$ cat config.mk
export PLATFORM = sky130hd
export DESIGN_NAME = svs_mul
export DESIGN_NICKNAME = d
export VERILOG_FILES = /design/src/rtl/core/stokeslet_velocity_sum_assert.svh /design/src/rtl/core/svs_mul.sv
export SDC_FILE = /design/constraint.sdc
export NUM_CORES = 2
export LEC_CHECK = 0
export BUFFER_PORTS_ARGS = -buffer_cell sky130_fd_sc_hd__buf_2
export CORE_UTILIZATION = 70
export DETAILED_ROUTE_END_ITERATION = 16
export GPL_TIMING_DRIVEN = 0
export PLACE_DENSITY_LB_ADDON = 0.05
export REMOVE_ABC_BUFFERS = 1
export SLEW_MARGIN = 40
export SYNTH_ARGS = -nofsm -noshare
export SYNTH_HDL_FRONTEND = slang
export SYNTH_SLANG_ARGS = --single-unit
$ cat constraint.sdc
create_clock -name clock -period 31 [get_ports clock]
set_clock_uncertainty 0.2 [all_clocks]
set_input_delay 9.3 -clock clock [delete_from_list [all_inputs] [get_ports clock]]
set_output_delay 9.3 -clock clock [all_outputs]
set_load 0.1 [all_outputs]
$ cat src/rtl/core/stokeslet_velocity_sum_assert.svh
// assertion macros shared by the stokeslet velocity sum rtl
// no dependencies; included by files that carry concurrent checks
`ifndef STOKESLET_VELOCITY_SUM_ASSERT_SVH
`define STOKESLET_VELOCITY_SUM_ASSERT_SVH
`ifndef SYNTHESIS
// same-cycle implication
`define SVS_ASSERT_HOLD(label, clk, rst, ante, cons) \
   label: assert property (@(posedge clk) disable iff (rst) (ante) |-> (cons)) \
      else $error("svs check failed");
// next-cycle implication
`define SVS_ASSERT_NEXT(label, clk, rst, ante, cons) \
   label: assert property (@(posedge clk) disable iff (rst) (ante) |=> (cons)) \
      else $error("svs check failed");
`else
`define SVS_ASSERT_HOLD(label, clk, rst, ante, cons)
`define SVS_ASSERT_NEXT(label, clk, rst, ante, cons)
`endif
`endif

$ cat src/rtl/core/svs_mul.sv
// shared signed multiplier with registered product
// no dependencies
module svs_mul (
   input  logic               clock,
   input  logic signed [34:0] mul_a,
   input  logic signed [24:0] mul_b,
   output logic signed [59:0] prod_ff
);
   logic signed [59:0] prod_in;

   // one product per cycle
   assign prod_in = mul_a * mul_b;

   always_ff @(posedge clock) begin
      prod_ff <= prod_in;
   end
endmodule

* Yosys cells after proc, flatten, opt, wreduce, memory -nomap -nowiden
Cells that the tools add are included.
** Operators by class
- Multipliers :: 1
** Operators by type and width (count)
- $mul A35 B25 Y60 :: 1
** Storage, ports and cells
- Bits in registers :: 60
- Input port bits :: 61
- Output and inout bits :: 60
- Word-level logic and storage cells :: 2

* Depth between registers and ports, before layout
- Depth after elaboration :: 1
- Mapped depth :: 27
- Mapped depth without buffers :: 25

* Worst setup path after synthesis
Ideal clock, no wire load.
- Path kind :: input -> register
- Start point :: in mul_a[34]
- End point :: reg prod_ff[59]
- Setup time :: 0.116 ns
- Arrival :: 15.958 ns
- Required time :: 30.684 ns
- Slack :: 14.726 ns
- Stages on the path :: 22
- Buffers on the path :: 2
- Path through :: clkbuf_1 and2_1 fa_1 inv_1 fa_1 inv_1 fa_1 fa_1 fa_1 fa_1 fa_1 ha_1 clkbuf_1 a21oi_1 o211ai_1 a311oi_1 a211oi_1 a41oi_1 o31ai_1 a221o_1 or4_1 and4_1
** Between the ends
- Cells in the longest elaborated chain, start to end :: 1
** Ends and longest elaborated chain
- from (decl) :: RTL line svs_mul.sv:5 : input logic signed [34:0] mul_a,
- $mul A35 B25 Y60 :: RTL line svs_mul.sv:12 : assign prod_in = mul_a * mul_b;
- named net prod_in[59] :: RTL line svs_mul.sv:9 : logic signed [59:0] prod_in;
- to (signal assigned) :: RTL line svs_mul.sv:15 : prod_ff <= prod_in;
- to (decl) :: RTL line svs_mul.sv:7 : output logic signed [59:0] prod_ff
The timed path passes the listed nets, and every way through them passes these cells.

* Worst setup path in the final report
- Start point :: in mul_b[2]
- End point :: reg prod_ff[50]
** Between the ends
- Cells in the longest elaborated chain, start to end :: 1
** Ends and longest elaborated chain
- from (decl) :: RTL line svs_mul.sv:6 : input logic signed [24:0] mul_b,
- $mul A35 B25 Y60 :: RTL line svs_mul.sv:12
- named net prod_in[50] :: RTL line svs_mul.sv:9
The timed path passes the listed nets, and every way through them passes these cells.

==> flow_metrics.tcl <==
set metrics [dict create \
    nFillCells 3334 \
    start_util_pct 71.6 \
    viasPerCell 5.79 \
    yosys.area_share.simple_pct 16.1 \
    hold_class "input pin to flip-flop" \
    routed-via-count 23100 \
    postSynthCellCount 3425 \
    yosys_warnings 0 \
    timing.final.crit_period_ns 17.42 \
    final_cells 3987 \
    row_count 77 \
    layout_worst_path_cycle_share_pct 56.2 \
    critPathMaxFanout 35 \
    drv_slew 0 \
    final_net_count 4499 \
    holdWs_ns 9.33 \
    mostFrequentLayoutCell "fa_1" \
    cts_made_buffers 9 \
    outcome "complete, no violations" \
    cts_tree "built" \
    cts.clk_slew.worst_paths_ns 0.07 \
    firstDrtPassIters 6 \
    ctsHoldBuffers 0 \
    synth_fa_ha_area_share_pct 62.1 \
    cp_slowest_stage_delay_ns 0.76 \
    multi_input_area_um2 26800 \
    dieArea_um2 46400 \
    synth-compound-area-share_pct 4.03 \
    synthXorXnorAreaFrac_pct 1.81 \
    hold_violations 0 \
    avgSynthCellArea_um2 9.30 \
    post_cts_resized 0 \
    post-place-cells 3969 \
    muxShareOfSynthArea_pct 0 \
    ys.flop_type "dfxtp_1" \
    grt_pass1_vias 26400 \
    drive_above_1_share_pct 4.33 \
    synth_area_um2 31900 \
    slowest_stage "o31ai_2" \
    numPortBuffers 120 \
    gp_congestion 0.958 \
    largest_reg_flops 60 \
    wl_per_cell_um 21.3 \
    antenna_found_initial 2 \
    final_cell_mix "887 x fa_1, 864 x inv_1, 453 x nand2_1" \
    seq_area_frac_synth_pct 3.77 \
    hpwlAfterDp_um 64000 \
    die_w_um 215 \
    cpMostUsedCell "fa_1" \
    cts_setup_buffers 0 \
    required_ns 31.10 \
    regMostFlops "prod_ff" \
    slew_headroom_pct 39.2 \
    setup_viol 0 \
    async_flop_share_pct 0 \
    core_area_um2 44500 \
    criticalPathCategory "input pin to flip-flop" \
    rsz0062_at_grt "false" \
    ys_ff_latch 60 \
    drt-initial-drc-count 1585 \
    start_kind "input pin" \
    worstMarginPinSlew_ns 0.913 \
    synth_cell_types 59 \
    cp-end-kind "flip-flop" \
    drt-total-wl_um 85100 \
    path_cells "buf_2, and2_1, fa_1, fa_1, inv_1, fa_1, fa_1, inv_1, fa_1, fa_1, inv_1, fa_1, inv_1, ha_1, a21oi_1, o21ai_0, a2111oi_0, o211ai_1, nand3_1, a21oi_1, o31ai_2, o21bai_1, xnor2_1" \
    synth_edf_count 0 \
    ant_nets 0 \
    die_height_um 215 \
    fmax_mhz 57.4 \
    cts_root_buf "clkbuf_16" \
    grt_pass1_wl_um 138000 \
    cts.sinks 60 \
    tns_ns 0 \
    arrival_ns 17.52 \
    syn2layout_area_growth_pct 3.51 \
    htree_levels 3 \
    maxCapViolCount 0 \
    grt_max_degree 36 \
    clk_path_buf_depth 2 \
    seq_area_um2 1200 \
    synth_top_family_by_area "adder cells" \
    track_usage_pct 39.6 \
    overflow 0 \
    io_pins 121 \
    post-route-drc-count 0 \
    fin_util_pct 74.1 \
    reg.largest.list "prod_ff x60" \
]
[kinds of logic after synthesis]
group                    after synthesis
XOR/XNOR                              66
adder cells (fa/ha/maj)             1049
AO/OA/AOI/OAI                        192
buffers and inverters               1033
AND/OR/NAND/NOR                     1025
flip-flops                            60
[final cells by class]
cell class | instances | share of cell area (%)
inverter | 865 | 9.85
sequential | 60 | 3.64
tap | 592 | 2.25
antenna | 1 | 0.00759
clock buffer | 9 | 0.683
clock inverter | 7 | 0.300
timing repair buffer | 121 | 2.02
multi-input combinational | 2332 | 81.3
[synth_stat cells, drive strengths merged, types with 5 or more instances]
master,count,area (um2)
o21a,7,52.6
a211o,6,52.6
xor2,22,193
o21bai,8,60.1
nor2,55,206
a21oi,63,315
o31ai,5,42.5
nor2b,7,43.8
and3,6,37.5
nand4,12,75.1
inv,864,3240
dfxtp,60,1200
a21o,21,158
nand2,453,1700
ha,161,2010
nand3,14,70.1
nand2b,15,93.8
clkbuf,158,593
a31oi,7,58.8
nor3,9,45.0
fa,888,17800
and2,442,2770
o211ai,6,50.1
o21ai,38,190
buf,10,37.5
xnor2,44,385
[critical path: cells and delay by family]
family / cells / cell delay (ns)
buf+inv: 5 / 0.85
xor+xnor: 1 / 0.24
simple gates: 2 / 0.54
compound gates: 7 / 2.69
fa+ha+maj: 8 / 3.89
[per-stage QoR]
stage	setup slack [ns]	cell area [um2]
finish	13.58	33000
global route	13.44	33000
CTS	13.51	32900
detailed placement	13.15	32600
global placement	13.17	32600
floorplan	14.95	31200
[layer usage]
| metal | global-route usage, % | up-vias | part of all wire, % |
|---|---|---|---|
| met5 | 0 | - | 0 |
| met4 | 16.9 | 0 | 4.4 |
| met3 | 10.1 | 310 | 9.6 |
| met2 | 69.6 | 1182 | 52 |
| met1 | 45.9 | 11900 | 34 |
| li1 | - | 9705 | - |
[worst paths after layout]
check     endpoint  depth (start not counted)  startpoint  slack [ns]
max    prod_ff[50]                         23    mul_b[2]       13.58
min     prod_ff[0]                          2    mul_a[0]        9.33
Power is left out: the tool's default activity adds up to more than one toggle a clock period on the data nets, which glitch-free logic cannot reach.
