===== src/rtl/core/stokeslet_velocity_sum_assert.svh =====
// assertion macros shared by the stokeslet velocity sum rtl
// no dependencies; included by files that carry concurrent checks
`ifndef STOKESLET_VELOCITY_SUM_ASSERT_SVH
`define STOKESLET_VELOCITY_SUM_ASSERT_SVH
`ifndef SYNTHESIS
// same-cycle implication
`define SVS_ASSERT_HOLD(label, clk, rst, ante, cons) \
   label: assert property (@(posedge clk) disable iff (rst) (ante) |-> (cons)) \
      else $error("svs check failed");
// next-cycle implication
`define SVS_ASSERT_NEXT(label, clk, rst, ante, cons) \
   label: assert property (@(posedge clk) disable iff (rst) (ante) |=> (cons)) \
      else $error("svs check failed");
`else
`define SVS_ASSERT_HOLD(label, clk, rst, ante, cons)
`define SVS_ASSERT_NEXT(label, clk, rst, ante, cons)
`endif
`endif


===== src/rtl/core/svs_ram.sv =====
// generic single write, single read ram with registered read
// no dependencies
module svs_ram #(
   parameter int WIDTH = 64,
   parameter int DEPTH = 16,
   localparam int AW   = (DEPTH > 1) ? $clog2(DEPTH) : 1
) (
   input  logic                     clock,
   input  logic                     wr_en,
   input  logic [AW-1:0]            wr_addr,
   input  logic [WIDTH-1:0]         wr_data,
   input  logic                     rd_en,
   input  logic [AW-1:0]            rd_addr,
   output logic [WIDTH-1:0]         rd_data_ff
);
   logic [WIDTH-1:0] mem_ff [DEPTH];

   // write port and registered read port
   always_ff @(posedge clock) begin
      if (wr_en) begin
         mem_ff[wr_addr] <= wr_data;
      end
      if (rd_en) begin
         rd_data_ff <= mem_ff[rd_addr];
      end
   end
endmodule


===== config.mk =====
export PLATFORM = sky130hd
export DESIGN_NAME = svs_ram
export DESIGN_NICKNAME = d
export VERILOG_FILES = /design/src/rtl/core/stokeslet_velocity_sum_assert.svh /design/src/rtl/core/svs_ram.sv
export SDC_FILE = /design/constraint.sdc
export NUM_CORES = 1
export LEC_CHECK = 0
export BUFFER_PORTS_ARGS = -buffer_cell sky130_fd_sc_hd__buf_4
export CAP_MARGIN = 10
export CORE_MARGIN = 1.5
export CORE_UTILIZATION = 50
export DETAILED_ROUTE_END_ITERATION = 10
export PLACE_DENSITY = 0.72
export SLEW_MARGIN = 20
export SYNTH_ARGS = -nofsm -noshare
export SYNTH_HDL_FRONTEND = slang
export SYNTH_SLANG_ARGS = --single-unit

===== constraint.sdc =====
create_clock -name clock -period 10.8 [get_ports clock]
set_input_delay 2.16 -clock clock [delete_from_list [all_inputs] [get_ports clock]]
set_output_delay 2.16 -clock clock [all_outputs]
set_load 0.005 [all_outputs]

# == Word level (Yosys, flattened, before mapping) ==
# Memory sizes are Yosys's and may differ from the RTL's. A register that Yosys moved wholly into a read port is not among the register bits.
# Cells that the tools add are included.
# word_totals
n_memories,1
elab_cells,3
latch_bits,0
reg_bits,0
ramBits,1024
rom_bits,0
# classes
div_mod_pow,0
n_shift,0
n_reduce_logical,0
add_sub_neg,0
muxes,2
multipliers,0
order_cmp,0
eq_ne,0
bitwise_logic,0
# memory_table
name,depth,word_bits,rd,rd_ports_with_merged_regs,write_ports,line,source
mem_ff,16,64,1,1,1,svs_ram.sv:16,logic [WIDTH-1:0] mem_ff [DEPTH];
# op_table
cell,count
two-way mux 1 bit,2

# == Longest topological paths before layout ==
# Gate-level depths: netlist (run 1).
# logic_depth
word_depth,2
ltp_mapped,6
mapped_depth_nobuf,3

# == Least setup slack after synthesis (run 1) ==
# No wires, ideal clock.
# synth_timing
kind,input to register
startpoint,input wr_addr[2]
endpoint,memory mem_ff[0][0] (enable)
path_slack_ps,3211
arrival_ps,7023
path_stages,2
t_required_ps,10235
path_cell_list,or3b_2 > nor3_1
# synth_rtl
item,line,source
from (decl),svs_ram.sv:10,"input logic [AW-1:0] wr_addr,"
to (decl),svs_ram.sv:16,
# Straight into the memory's write port.

# == Final worst setup path (run 1) ==
# layout_timing
startpoint,input wr_addr[2]
endpoint,memory mem_ff[9][17] (enable)
# Straight into the memory's write port.

==> results of run 1 <==
==> per-layer routing <==
metal	routed length [µm]	GRT usage, %	up-vias
met2	43400	34.8	788
met4	2020	6.08	12
li1	-	-	7499
met3	6910	4.40	164
met1	35300	30.6	9893
met5	83	0	-
==> cells by family after synthesis <==
family,after synthesis
buffers and inverters,84
multiplexers,256
flip-flops,1088
AO/OA/AOI/OAI,128
AND/OR/NAND/NOR,91
==> critical path, delay by kind of cell <==
family	cells	cell delay, ns
buffers and inverters	2	1.00
AND/OR/NAND/NOR	2	1.30
==> cells in the final DEF (no fill, tap or decap), drive strengths merged <==
cell | synthesis | routed
edfxtp | 1088 | 1088
mux4 | 256 | 256
buf | 48 | 170
clkbuf | 36 | 131
a22oi | 128 | 128
nand2 | 65 | 65
clkinv | 0 | 51
nor2 | 13 | 13
bufinv | 0 | 7
nor3 | 4 | 4
nor2b | 2 | 2
nand3b | 2 | 2
nand2b | 2 | 2
diode | 0 | 1
and2 | 1 | 1
nand3 | 1 | 1
or3b | 1 | 1
inv | 0 | 1
clkinvlp | 0 | 1
==> flip-flops by register name (all words and copies together) (netlist names) <==
name        cells
mem_ff       1024
rd_data_ff     64
==> stage by stage <==
| stage | worst slack (ns) | hold WS [ns] |
|---|---|---|
| 3_3_place_gp | 5.89 | 0.723 |
| 4_1_cts | 6.58 | 0.750 |
| 2_1_floorplan | 3.21 | 0.710 |
| 5_1_grt | 6.39 | 0.768 |
| 6_report | 6.54 | 0.744 |
| 3_5_place_dp | 5.86 | 0.736 |
==> worst paths after layout <==
path / cells after the start / slack (ns) / end / startpoint
hold / removal: 3 / 0.74 / rd_data_ff[21] / mem_ff[14][21]
setup reg to reg: 3 / 9.32 / rd_data_ff[22] / mem_ff[3][22]
setup / recovery: 4 / 6.54 / mem_ff[9][17] / wr_addr[2]
hold reg to reg: 3 / 0.74 / rd_data_ff[21] / mem_ff[14][21]
==> where the power goes <==
part           switching, mW  internal [mW]
clock network           1.50           1.98
logic                  0.234          0.174
registers             0.0307           4.76
==> final cells by class <==
class                   count  area, µm²  area share [%]
flip-flops and latches   1088      32700            71.4
multi-input cells         475       7230            15.8
clock buffers             131       2790            6.09
clock inverters            60        463            1.01
well taps                1050       1310            2.87
diodes                      1       2.50         0.00547
repair buffers            170       1300            2.85
==> run_summary.xml, run 1 <==
<?xml version="1.0" encoding="UTF-8"?>
<metrics>
  <group name="status">
    <metric name="outcome" unit="">finished, final reports clean</metric>
  </group>
  <group name="yosys">
    <metric name="yosysMostFrequentCell" unit="">sky130_fd_sc_hd__edfxtp_1</metric>
    <metric name="post_synth_most_frequent_cells" unit="">1088 x sky130_fd_sc_hd__edfxtp_1, 256 x sky130_fd_sc_hd__mux4_2, 128 x sky130_fd_sc_hd__a22oi_1, 65 x sky130_fd_sc_hd__nand2_1, 36 x sky130_fd_sc_hd__clkbuf_1</metric>
    <metric name="synth_nets" unit="">1722</metric>
    <metric name="synth.cell_area" unit="µm²">40200</metric>
    <metric name="synth-compound-area-share" unit="%">2.39</metric>
    <metric name="synth_async_sr_flop_share" unit="%">0</metric>
    <metric name="synth-xor-area-share" unit="%">0</metric>
    <metric name="combinational_family_with_the_most_area_after_synthesis" unit="">multiplexers</metric>
    <metric name="yosys-top-cells-area" unit="">sky130_fd_sc_hd__edfxtp_1 81%, sky130_fd_sc_hd__mux4_2 14%, sky130_fd_sc_hd__a22oi_1 2.4%</metric>
    <metric name="syn-mean-instance-area" unit="µm²">24.4</metric>
    <metric name="synth_cell_types" unit="">17</metric>
    <metric name="synth_sequential_area_ratio" unit="%">81.2</metric>
    <metric name="number_of_flops_mapped_to_enable_cells_by_yosys" unit="">1088</metric>
    <metric name="syn_inst" unit="">1647</metric>
    <metric name="yosys.area.top_type_share" unit="%">81.2</metric>
    <metric name="cell_type_with_the_largest_total_area_after_synthesis" unit="">sky130_fd_sc_hd__edfxtp_1</metric>
    <metric name="yosys_register_bits" unit="">1088</metric>
    <metric name="synth-warning-count" unit="">0</metric>
    <metric name="synthSimpleGateAreaFrac" unit="%">0.927</metric>
    <metric name="post_synthesis_adder_cell_area_fraction" unit="%">0</metric>
    <metric name="post_synth_mux_area_share" unit="%">14.3</metric>
    <metric name="synth_flop_cell" unit="">sky130_fd_sc_hd__edfxtp_1</metric>
  </group>
  <group name="route">
    <metric name="totalWireLength" unit="mm">87.7</metric>
    <metric name="routed_antenna_nets" unit="">0</metric>
    <metric name="route.detailed.wl_per_inst" unit="µm">29.5</metric>
    <metric name="via_density_per_instance" unit="">6.17</metric>
    <metric name="initialDrtViolationCount" unit="">1947</metric>
    <metric name="via_count_of_the_routed_design" unit="">18400</metric>
    <metric name="dr.pass1.iters" unit="">7</metric>
    <metric name="detail_route.drc_violations" unit="">0</metric>
  </group>
  <group name="placement">
    <metric name="post_dp_cell_area" unit="µm²">42500</metric>
    <metric name="place.gp.congestion" unit="">0.708</metric>
    <metric name="dp_hpwl" unit="mm">42.1</metric>
    <metric name="numPortBuffers" unit="">138</metric>
    <metric name="dpl.cell_count" unit="">2783</metric>
  </group>
  <group name="setup_path">
    <metric name="kind_of_launch_point_of_the_worst_setup_path" unit="">primary input</metric>
    <metric name="required" unit="ns">11.07</metric>
    <metric name="path_max_fanout" unit="">45</metric>
    <metric name="crit_chain" unit="">buf_4 -&gt; nand3b_1 -&gt; nor2_4 -&gt; buf_4</metric>
    <metric name="arrival_time_worst_endpoint" unit="ns">4.54</metric>
    <metric name="criticalPathCategory" unit="">primary input to register</metric>
    <metric name="critPathMostFrequentCell" unit="">sky130_fd_sc_hd__buf_4</metric>
    <metric name="stage_delay_of_the_slowest_cell_on_the_critical_path" unit="ns">0.95</metric>
    <metric name="critPathSlowestCell" unit="">sky130_fd_sc_hd__nor2_4</metric>
    <metric name="worstSetupEndpointType" unit="">register</metric>
  </group>
  <group name="floorplan">
    <metric name="row_cnt" unit="">103</metric>
    <metric name="pin_count" unit="">139</metric>
    <metric name="floorplan.initialDensity" unit="%">50.7</metric>
    <metric name="floorplan.die_area" unit="µm²">82200</metric>
    <metric name="die_w" unit="µm">287</metric>
    <metric name="chipHeight" unit="µm">287</metric>
    <metric name="floorplan_core_area" unit="µm²">79300</metric>
  </group>
  <group name="clocking">
    <metric name="clock_sink_count" unit="">1088</metric>
    <metric name="cts_setup_buffers" unit="">0</metric>
    <metric name="clock_tree_from_tritoncts" unit="">yes</metric>
    <metric name="post_cts_resize_count" unit="">0</metric>
    <metric name="ctsHtreeMaxLevel" unit="">3</metric>
    <metric name="clock_latency" unit="ns">0.67</metric>
    <metric name="cts_buffer_depth" unit="">3</metric>
    <metric name="cts_buffers" unit="">104</metric>
    <metric name="clkTransAtPathRegs" unit="ns">0.06</metric>
    <metric name="root_buffer_cell" unit="">sky130_fd_sc_hd__clkbuf_16</metric>
    <metric name="post_cts_hold_buffer_count" unit="">0</metric>
  </group>
  <group name="sta">
    <metric name="grt_setup_unrepaired" unit="">no</metric>
    <metric name="max_freq" unit="MHz">235</metric>
    <metric name="worst_skew" unit="ns">0.0244</metric>
    <metric name="period_share" unit="%">39.5</metric>
    <metric name="tightest_slew" unit="ns">1.11</metric>
    <metric name="final.min_clock_period" unit="ns">4.26</metric>
    <metric name="post_route_setup_tns" unit="ns">0</metric>
    <metric name="report.final.hold_viol_count" unit="">0</metric>
    <metric name="setup-violations-final" unit="">0</metric>
    <metric name="number_of_max_slew_violations_in_the_final_report" unit="">0</metric>
    <metric name="relSlewSlack" unit="%">25.9</metric>
  </group>
  <group name="pwr">
    <metric name="powerDensity" unit="nW/µm²">190</metric>
    <metric name="leakage" unit="nW">14.5</metric>
    <metric name="fin_total_pwr" unit="mW">8.68</metric>
    <metric name="ir_drop" unit="V">0.000134</metric>
  </group>
  <group name="final_layout">
    <metric name="layout.core_utilization" unit="%">57.8</metric>
    <metric name="finish.net_count" unit="">1914</metric>
    <metric name="filler_cell_count" unit="">5574</metric>
    <metric name="area_growth_syn_to_layout" unit="%">13.8</metric>
    <metric name="final_cell_area" unit="µm²">45800</metric>
    <metric name="post_route_cells_drive_above_1_share" unit="%">30.4</metric>
    <metric name="instances_no_fill" unit="">2975</metric>
  </group>
  <group name="global_routing">
    <metric name="grt_first_pass_wirelength" unit="mm">128</metric>
    <metric name="globalRoute.totalOverflow" unit="">0</metric>
    <metric name="number_of_antenna_violations_at_the_first_check_in_global_routing" unit="">6</metric>
    <metric name="grt_start_max_net_pins" unit="">115</metric>
    <metric name="globalRouteTotalUtil" unit="%">21.7</metric>
    <metric name="first_global_vias" unit="">19200</metric>
  </group>
  <group name="job">
    <metric name="maxCapViolCount" unit="">0</metric>
  </group>
  <group name="hold_path">
    <metric name="min-delay-path-class" unit="">register to register</metric>
  </group>
</metrics>
No activity file was read; power rests on OpenSTA's default activity.
==> run 2, diff against run 1 <==
PLACE_DENSITY = 0.75   (was 0.72)
clock period = 3.4 ns   (was 10.8 ns; I/O delays follow)
==> run 2 against run 1 <==
Sequential share of layout area down 1.3 points; die area unchanged; count of clock-buffer cells in the layout down 13; utilization up 1.1 points; clock skew down 0.0055 ns; critical path depth down 3; worst setup slack worse by 5.2 ns; non-clock buffer count up 33; hold slack worse by 0.44 ns; register-to-register slack worse by 7.6 ns; via count up 1.1%; clock power rose to 3.3 times the previous value; highest routed layer unchanged.
==> run_summary.xml, run 2 (same netlist as run 1, synthesis figures left out) <==
<?xml version="1.0" encoding="UTF-8"?>
<metrics>
  <group name="job">
    <metric name="maxCapViolCount" unit="">0</metric>
  </group>
  <group name="global_routing">
    <metric name="globalRouteTotalUtil" unit="%">22.0</metric>
    <metric name="globalRoute.totalOverflow" unit="">0</metric>
    <metric name="grt_start_max_net_pins" unit="">72</metric>
    <metric name="first_global_vias" unit="">19700</metric>
    <metric name="grt_first_pass_wirelength" unit="mm">131</metric>
    <metric name="number_of_antenna_violations_at_the_first_check_in_global_routing" unit="">9</metric>
  </group>
  <group name="final_layout">
    <metric name="post_route_cells_drive_above_1_share" unit="%">32.4</metric>
    <metric name="filler_cell_count" unit="">5307</metric>
    <metric name="area_growth_syn_to_layout" unit="%">16.0</metric>
    <metric name="finish.net_count" unit="">1944</metric>
    <metric name="largest_register_ffs" unit="">1024</metric>
    <metric name="registers_with_the_highest_flip_flop_counts" unit="">mem_ff (1024), rd_data_ff (64)</metric>
    <metric name="instances_no_fill" unit="">3009</metric>
    <metric name="most_frequent_standard_cell_in_the_layout_excluding_fill_and_tap_cells" unit="">sky130_fd_sc_hd__edfxtp_1</metric>
    <metric name="final_cell_area" unit="µm²">46700</metric>
    <metric name="most-common-layout-cells" unit="">1088 x sky130_fd_sc_hd__edfxtp_1, 256 x sky130_fd_sc_hd__mux4_2, 165 x sky130_fd_sc_hd__buf_4, 128 x sky130_fd_sc_hd__a22oi_1, 102 x sky130_fd_sc_hd__clkbuf_16</metric>
    <metric name="registers.top_by_ff_count" unit="">mem_ff</metric>
  </group>
  <group name="placement">
    <metric name="post_dp_cell_area" unit="µm²">43200</metric>
    <metric name="pre_cts_ws" unit="ns">0.722</metric>
    <metric name="numPortBuffers" unit="">138</metric>
    <metric name="dpl.cell_count" unit="">2816</metric>
    <metric name="dp_hpwl" unit="mm">45.5</metric>
    <metric name="place.gp.congestion" unit="">0.724</metric>
  </group>
  <group name="route">
    <metric name="totalWireLength" unit="mm">88.3</metric>
    <metric name="dr.pass1.iters" unit="">5</metric>
    <metric name="via_count_of_the_routed_design" unit="">18500</metric>
    <metric name="detail_route.drc_violations" unit="">0</metric>
    <metric name="route.detailed.wl_per_inst" unit="µm">29.4</metric>
    <metric name="routed_antenna_nets" unit="">0</metric>
    <metric name="via_density_per_instance" unit="">6.16</metric>
    <metric name="initialDrtViolationCount" unit="">2036</metric>
  </group>
  <group name="sta">
    <metric name="report.final.hold_viol_count" unit="">0</metric>
    <metric name="final.hold.worst_slack" unit="ns">0.304</metric>
    <metric name="fin_ws" unit="ns">1.37</metric>
    <metric name="max_freq" unit="MHz">493</metric>
    <metric name="setup-violations-final" unit="">0</metric>
    <metric name="relSlewSlack" unit="%">44.4</metric>
    <metric name="period_share" unit="%">59.7</metric>
    <metric name="tightest_slew" unit="ns">0.832</metric>
    <metric name="grt_setup_unrepaired" unit="">no</metric>
    <metric name="worst_skew" unit="ns">0.0190</metric>
    <metric name="number_of_max_slew_violations_in_the_final_report" unit="">0</metric>
    <metric name="final.min_clock_period" unit="ns">2.03</metric>
  </group>
  <group name="pwr">
    <metric name="leakage" unit="nW">14.9</metric>
    <metric name="powerDensity" unit="nW/µm²">603</metric>
    <metric name="ir_drop" unit="V">0.000372</metric>
  </group>
  <group name="setup_path">
    <metric name="reg2reg_from" unit="">mem_ff[3][63]</metric>
    <metric name="critical_path_s_top_delay_family" unit="">flip-flops</metric>
    <metric name="critPathLaunch" unit="">rd_data_ff[16]</metric>
    <metric name="worstSetupEndpointType" unit="">output pin</metric>
    <metric name="criticalPathCategory" unit="">register to output pin</metric>
    <metric name="crit_chain" unit="">buf_4</metric>
    <metric name="required" unit="ns">2.72</metric>
    <metric name="path_buf_inv" unit="">1</metric>
    <metric name="crit_cells" unit="">1</metric>
    <metric name="path_max_fanout" unit="">1</metric>
    <metric name="kind_of_launch_point_of_the_worst_setup_path" unit="">register</metric>
    <metric name="arrival_time_worst_endpoint" unit="ns">1.35</metric>
    <metric name="critPathSlowestCell" unit="">sky130_fd_sc_hd__edfxtp_1</metric>
    <metric name="timing.reg2reg.worst_path_depth" unit="">3</metric>
    <metric name="stage_delay_of_the_slowest_cell_on_the_critical_path" unit="ns">0.49</metric>
  </group>
  <group name="hold_path">
    <metric name="min-delay-path-class" unit="">primary input to register</metric>
    <metric name="min_from" unit="">wr_data[3]</metric>
    <metric name="hold_depth" unit="">1</metric>
  </group>
  <group name="clocking">
    <metric name="cts_buffers" unit="">101</metric>
    <metric name="cts_setup_buffers" unit="">0</metric>
    <metric name="ctsHtreeMaxLevel" unit="">3</metric>
    <metric name="clock_tree_from_tritoncts" unit="">yes</metric>
    <metric name="clkTransAtPathRegs" unit="ns">0.06</metric>
    <metric name="root_buffer_cell" unit="">sky130_fd_sc_hd__clkbuf_16</metric>
    <metric name="post_cts_hold_buffer_count" unit="">0</metric>
    <metric name="clock_sink_count" unit="">1088</metric>
    <metric name="post_cts_resize_count" unit="">0</metric>
    <metric name="cts_buffer_depth" unit="">3</metric>
    <metric name="clock_latency" unit="ns">0.67</metric>
  </group>
  <group name="floorplan">
    <metric name="floorplan.initialDensity" unit="%">50.7</metric>
    <metric name="row_cnt" unit="">103</metric>
    <metric name="chipHeight" unit="µm">287</metric>
    <metric name="floorplan_core_area" unit="µm²">79300</metric>
    <metric name="die_w" unit="µm">287</metric>
    <metric name="pin_count" unit="">139</metric>
    <metric name="floorplan.die_area" unit="µm²">82200</metric>
  </group>
  <group name="status">
    <metric name="outcome" unit="">finished, final reports clean</metric>
  </group>
</metrics>
## run 2: path summary, 6_finish.rpt
check                   endpoint  slack [ns]
setup / recovery  rd_data_ff[16]        1.37
hold reg to reg   rd_data_ff[11]        0.74
hold / removal      mem_ff[1][3]        0.30
setup reg to reg  rd_data_ff[63]        1.75
## run 2: layout make-up
type,instances,area (µm²),area share [%]
flip-flops and latches,1088,32700,70.0
repair buffers,203,1990,4.26
multi-input cells,475,7260,15.6
well taps,1050,1310,2.82
clock buffers,118,2610,5.60
diodes,3,7.51,0.0161
clock inverters,72,798,1.71
## run 2: power by group
part           total, mW  internal (mW)  switching, mW
logic               1.37          0.601          0.773
registers           15.2           15.1          0.110
clock network       11.6           6.67           4.88
total               28.1           22.4           5.77
## run 2: layer usage
| metal | global-route usage [%] | vias up | part of all wire (%) |
|---|---|---|---|
| li1 | - | 7555 | - |
| met1 | 29.9 | 9869 | 38 |
| met4 | 7.24 | 12 | 2.5 |
| met2 | 35.7 | 948 | 50 |
| met3 | 4.82 | 165 | 9.2 |
| met5 | 0 | - | 0.079 |
## run 2: through the flow
stage | util (%) | power, mW | setup TNS, ns
5_1_grt | 58.9 | 28.9 | 0
3_3_place_gp | 54.5 | 16.8 | 0
3_5_place_dp | 54.5 | 16.9 | 0
4_1_cts | 58.9 | 28.3 | 0
2_1_floorplan | - | 16.2 | -235.01
6_report | 58.9 | 28.1 | 0
==> run 3, diff against run 2 <==
PLACE_DENSITY = 0.72   (was 0.75)
clock period = 2.09 ns   (was 3.4 ns; I/O delays follow)
==> run 3 against run 2 <==
Clock power increased by 61%; final cell count increased by 2.7%; critical path depth unchanged; hold slack got worse by 0.27 ns; utilization increased by 1.5 points; register-to-register slack got worse by 1.2 ns; non-clock buffer count increased by 77; flip-flop and latch count unchanged; critical endpoint is now rd_data_ff[15]; largest power group unchanged; highest routed layer unchanged.
==> run_summary.xml, run 3 (same netlist as run 1, synthesis figures left out) <==
<?xml version="1.0" encoding="UTF-8"?>
<metrics>
  <group name="route">
    <metric name="dr.pass1.iters" unit="">5</metric>
    <metric name="route.detailed.wl_per_inst" unit="µm">29.6</metric>
    <metric name="totalWireLength" unit="mm">91.5</metric>
    <metric name="detail_route.drc_violations" unit="">0</metric>
    <metric name="initialDrtViolationCount" unit="">2225</metric>
    <metric name="via_density_per_instance" unit="">6.14</metric>
    <metric name="routed_antenna_nets" unit="">0</metric>
    <metric name="via_count_of_the_routed_design" unit="">19000</metric>
  </group>
  <group name="pwr">
    <metric name="power.internal" unit="mW">36.5</metric>
    <metric name="p_sw_share" unit="%">20.4</metric>
    <metric name="powerDensity" unit="nW/µm²">958</metric>
    <metric name="ir_drop" unit="V">0.000716</metric>
    <metric name="net_sw_power" unit="mW">9.37</metric>
    <metric name="power.share.combinational" unit="%">5.2</metric>
    <metric name="fin_total_pwr" unit="mW">45.8</metric>
    <metric name="pwr-share-seq" unit="%">54.0</metric>
    <metric name="leakage" unit="nW">15.5</metric>
    <metric name="relative_contribution_of_the_clock_network_to_total_power" unit="%">40.8</metric>
  </group>
  <group name="clocking">
    <metric name="ctsHtreeMaxLevel" unit="">3</metric>
    <metric name="cts_buffers" unit="">102</metric>
    <metric name="clock_tree_from_tritoncts" unit="">yes</metric>
    <metric name="clock_sink_count" unit="">1088</metric>
    <metric name="post_cts_resize_count" unit="">0</metric>
    <metric name="clkTransAtPathRegs" unit="ns">0.06</metric>
    <metric name="root_buffer_cell" unit="">sky130_fd_sc_hd__clkbuf_16</metric>
    <metric name="post_cts_hold_buffer_count" unit="">0</metric>
    <metric name="cts_buffer_depth" unit="">3</metric>
    <metric name="cts_setup_buffers" unit="">0</metric>
    <metric name="clock_latency" unit="ns">0.67</metric>
  </group>
  <group name="status">
    <metric name="outcome" unit="">finished, final reports clean</metric>
  </group>
  <group name="placement">
    <metric name="pre_cts_ws" unit="ns">-0.0564</metric>
    <metric name="dp_hpwl" unit="mm">50.7</metric>
    <metric name="place.gp.congestion" unit="">0.743</metric>
    <metric name="dpl.cell_count" unit="">2893</metric>
    <metric name="numPortBuffers" unit="">138</metric>
  </group>
  <group name="global_routing">
    <metric name="globalRoute.totalOverflow" unit="">0</metric>
    <metric name="first_global_vias" unit="">20100</metric>
    <metric name="global_route.usage.met3" unit="%">5.38</metric>
    <metric name="globalRouteTotalUtil" unit="%">22.7</metric>
    <metric name="grt_use_met1" unit="%">30.2</metric>
    <metric name="grt_start_max_net_pins" unit="">45</metric>
    <metric name="number_of_antenna_violations_at_the_first_check_in_global_routing" unit="">8</metric>
    <metric name="gr-max-usage-layer" unit="">met2</metric>
    <metric name="grt.met2_usage" unit="%">37.3</metric>
    <metric name="grt_first_pass_wirelength" unit="mm">134</metric>
  </group>
  <group name="setup_path">
    <metric name="stage_delay_of_the_slowest_cell_on_the_critical_path" unit="ns">0.50</metric>
    <metric name="crit_chain" unit="">buf_4</metric>
    <metric name="timing.reg2reg.worst_path_depth" unit="">3</metric>
    <metric name="critical_path_s_top_delay_family" unit="">flip-flops</metric>
    <metric name="required" unit="ns">1.67</metric>
    <metric name="path_max_fanout" unit="">1</metric>
    <metric name="worstReg2RegEnd" unit="">rd_data_ff[45]</metric>
    <metric name="arrival_time_worst_endpoint" unit="ns">1.35</metric>
    <metric name="critPathSlowestCell" unit="">sky130_fd_sc_hd__edfxtp_1</metric>
    <metric name="path_buf_inv" unit="">1</metric>
    <metric name="kind_of_launch_point_of_the_worst_setup_path" unit="">register</metric>
    <metric name="reg2reg_from" unit="">mem_ff[11][45]</metric>
    <metric name="worstSetupEndpointType" unit="">output pin</metric>
    <metric name="criticalPathCategory" unit="">register to output pin</metric>
    <metric name="r2r_setup_slack" unit="ns">0.53</metric>
  </group>
  <group name="final_layout">
    <metric name="post_route_cells_drive_above_1_share" unit="%">35.1</metric>
    <metric name="area_growth_syn_to_layout" unit="%">19.0</metric>
    <metric name="most-common-layout-cells" unit="">1088 x sky130_fd_sc_hd__edfxtp_1, 256 x sky130_fd_sc_hd__mux4_2, 193 x sky130_fd_sc_hd__buf_4, 128 x sky130_fd_sc_hd__a22oi_1, 104 x sky130_fd_sc_hd__clkbuf_16</metric>
    <metric name="registers.top_by_ff_count" unit="">mem_ff</metric>
    <metric name="registers_with_the_highest_flip_flop_counts" unit="">mem_ff (1024), rd_data_ff (64)</metric>
    <metric name="filler_cell_count" unit="">5281</metric>
    <metric name="instances_no_fill" unit="">3089</metric>
    <metric name="layout.core_utilization" unit="%">60.4</metric>
    <metric name="largest_register_ffs" unit="">1024</metric>
    <metric name="most_frequent_standard_cell_in_the_layout_excluding_fill_and_tap_cells" unit="">sky130_fd_sc_hd__edfxtp_1</metric>
    <metric name="finish.net_count" unit="">2022</metric>
  </group>
  <group name="hold_path">
    <metric name="min_to" unit="">mem_ff[15][12]</metric>
    <metric name="hold_depth" unit="">1</metric>
    <metric name="min-delay-path-class" unit="">primary input to register</metric>
    <metric name="min_from" unit="">wr_data[12]</metric>
  </group>
  <group name="sta">
    <metric name="report.final.hold_viol_count" unit="">0</metric>
    <metric name="fin_ws" unit="ns">0.319</metric>
    <metric name="grt_setup_unrepaired" unit="">no</metric>
    <metric name="worst_skew" unit="ns">0.0263</metric>
    <metric name="period_share" unit="%">84.8</metric>
    <metric name="max_freq" unit="MHz">565</metric>
    <metric name="relSlewSlack" unit="%">65.4</metric>
    <metric name="number_of_max_slew_violations_in_the_final_report" unit="">0</metric>
    <metric name="final.min_clock_period" unit="ns">1.77</metric>
    <metric name="setup-violations-final" unit="">0</metric>
    <metric name="final.hold.worst_slack" unit="ns">0.0325</metric>
    <metric name="tightest_slew" unit="ns">0.519</metric>
  </group>
  <group name="floorplan">
    <metric name="floorplan.initialDensity" unit="%">50.7</metric>
    <metric name="pin_count" unit="">139</metric>
    <metric name="row_cnt" unit="">103</metric>
    <metric name="floorplan_core_area" unit="µm²">79300</metric>
    <metric name="floorplan.die_area" unit="µm²">82200</metric>
    <metric name="die_w" unit="µm">287</metric>
    <metric name="chipHeight" unit="µm">287</metric>
  </group>
  <group name="job">
    <metric name="maxCapViolCount" unit="">0</metric>
  </group>
</metrics>
[run 3: changes by cell type in the layout (fill, tap and decap cells not counted), moves of 2 or more]
cell                         change
sky130_fd_sc_hd__clkinv_1        -4
sky130_fd_sc_hd__bufinv_16       -2
sky130_fd_sc_hd__clkinvlp_4      -2
sky130_fd_sc_hd__clkinv_2        +6
sky130_fd_sc_hd__inv_16          +2
sky130_fd_sc_hd__clkbuf_16       +2
sky130_fd_sc_hd__clkbuf_1        +3
sky130_fd_sc_hd__buf_12         +49
sky130_fd_sc_hd__buf_4          +28
[run 3: power by group through the flow]
stage	Clock [mW]	Combinational (mW)	Sequential [mW]
4_1_cts	19.0	2.42	24.8
3_3_place_gp	0	2.34	25.2
2_1_floorplan	0	1.18	25.2
3_5_place_dp	0	2.40	25.2
5_1_grt	19.8	2.55	24.8
6_report	18.7	2.39	24.7
[run 3: area by class of cell]
cell class | instances | area, µm² | share of cell area (%)
sequential | 1088 | 32700 | 68.3
antenna | 3 | 7.51 | 0.0157
clock inverter | 70 | 732 | 1.53
multi-input combinational | 475 | 7270 | 15.2
clock buffer | 123 | 2670 | 5.59
timing repair buffer | 280 | 3180 | 6.65
tap | 1050 | 1310 | 2.75
[run 3: worst max-delay path by stage]
stage | startpoint | to | slack, ns | depth (start not counted)
floorplan | wr_addr[2] | mem_ff[0][0] | -0.80 | 2
detailed placement | rd_addr[0] | rd_data_ff[58] | -0.06 | 6
CTS | rd_data_ff[16] | rd_data_ff[16] | 0.29 | 1
global route | rd_data_ff[16] | rd_data_ff[16] | 0.27 | 1
global placement | rd_addr[0] | rd_data_ff[23] | -0.03 | 6
finish | rd_data_ff[15] | rd_data_ff[15] | 0.32 | 1
[run 3: layer usage]
metal	vias to the layer above	routed length, µm
met2	907	45700
met4	12	2440
met3	170	8230
met5	-	75
li1	7731	-
met1	10200	35100
[run 3: through the flow]
stage | area (µm²) | setup TNS (ns)
finish | 47900 | 0
global route | 47900 | 0
CTS | 47800 | 0
detailed placement | 44400 | -0.452
global placement | 44400 | -0.126
floorplan | 40300 | -479.87
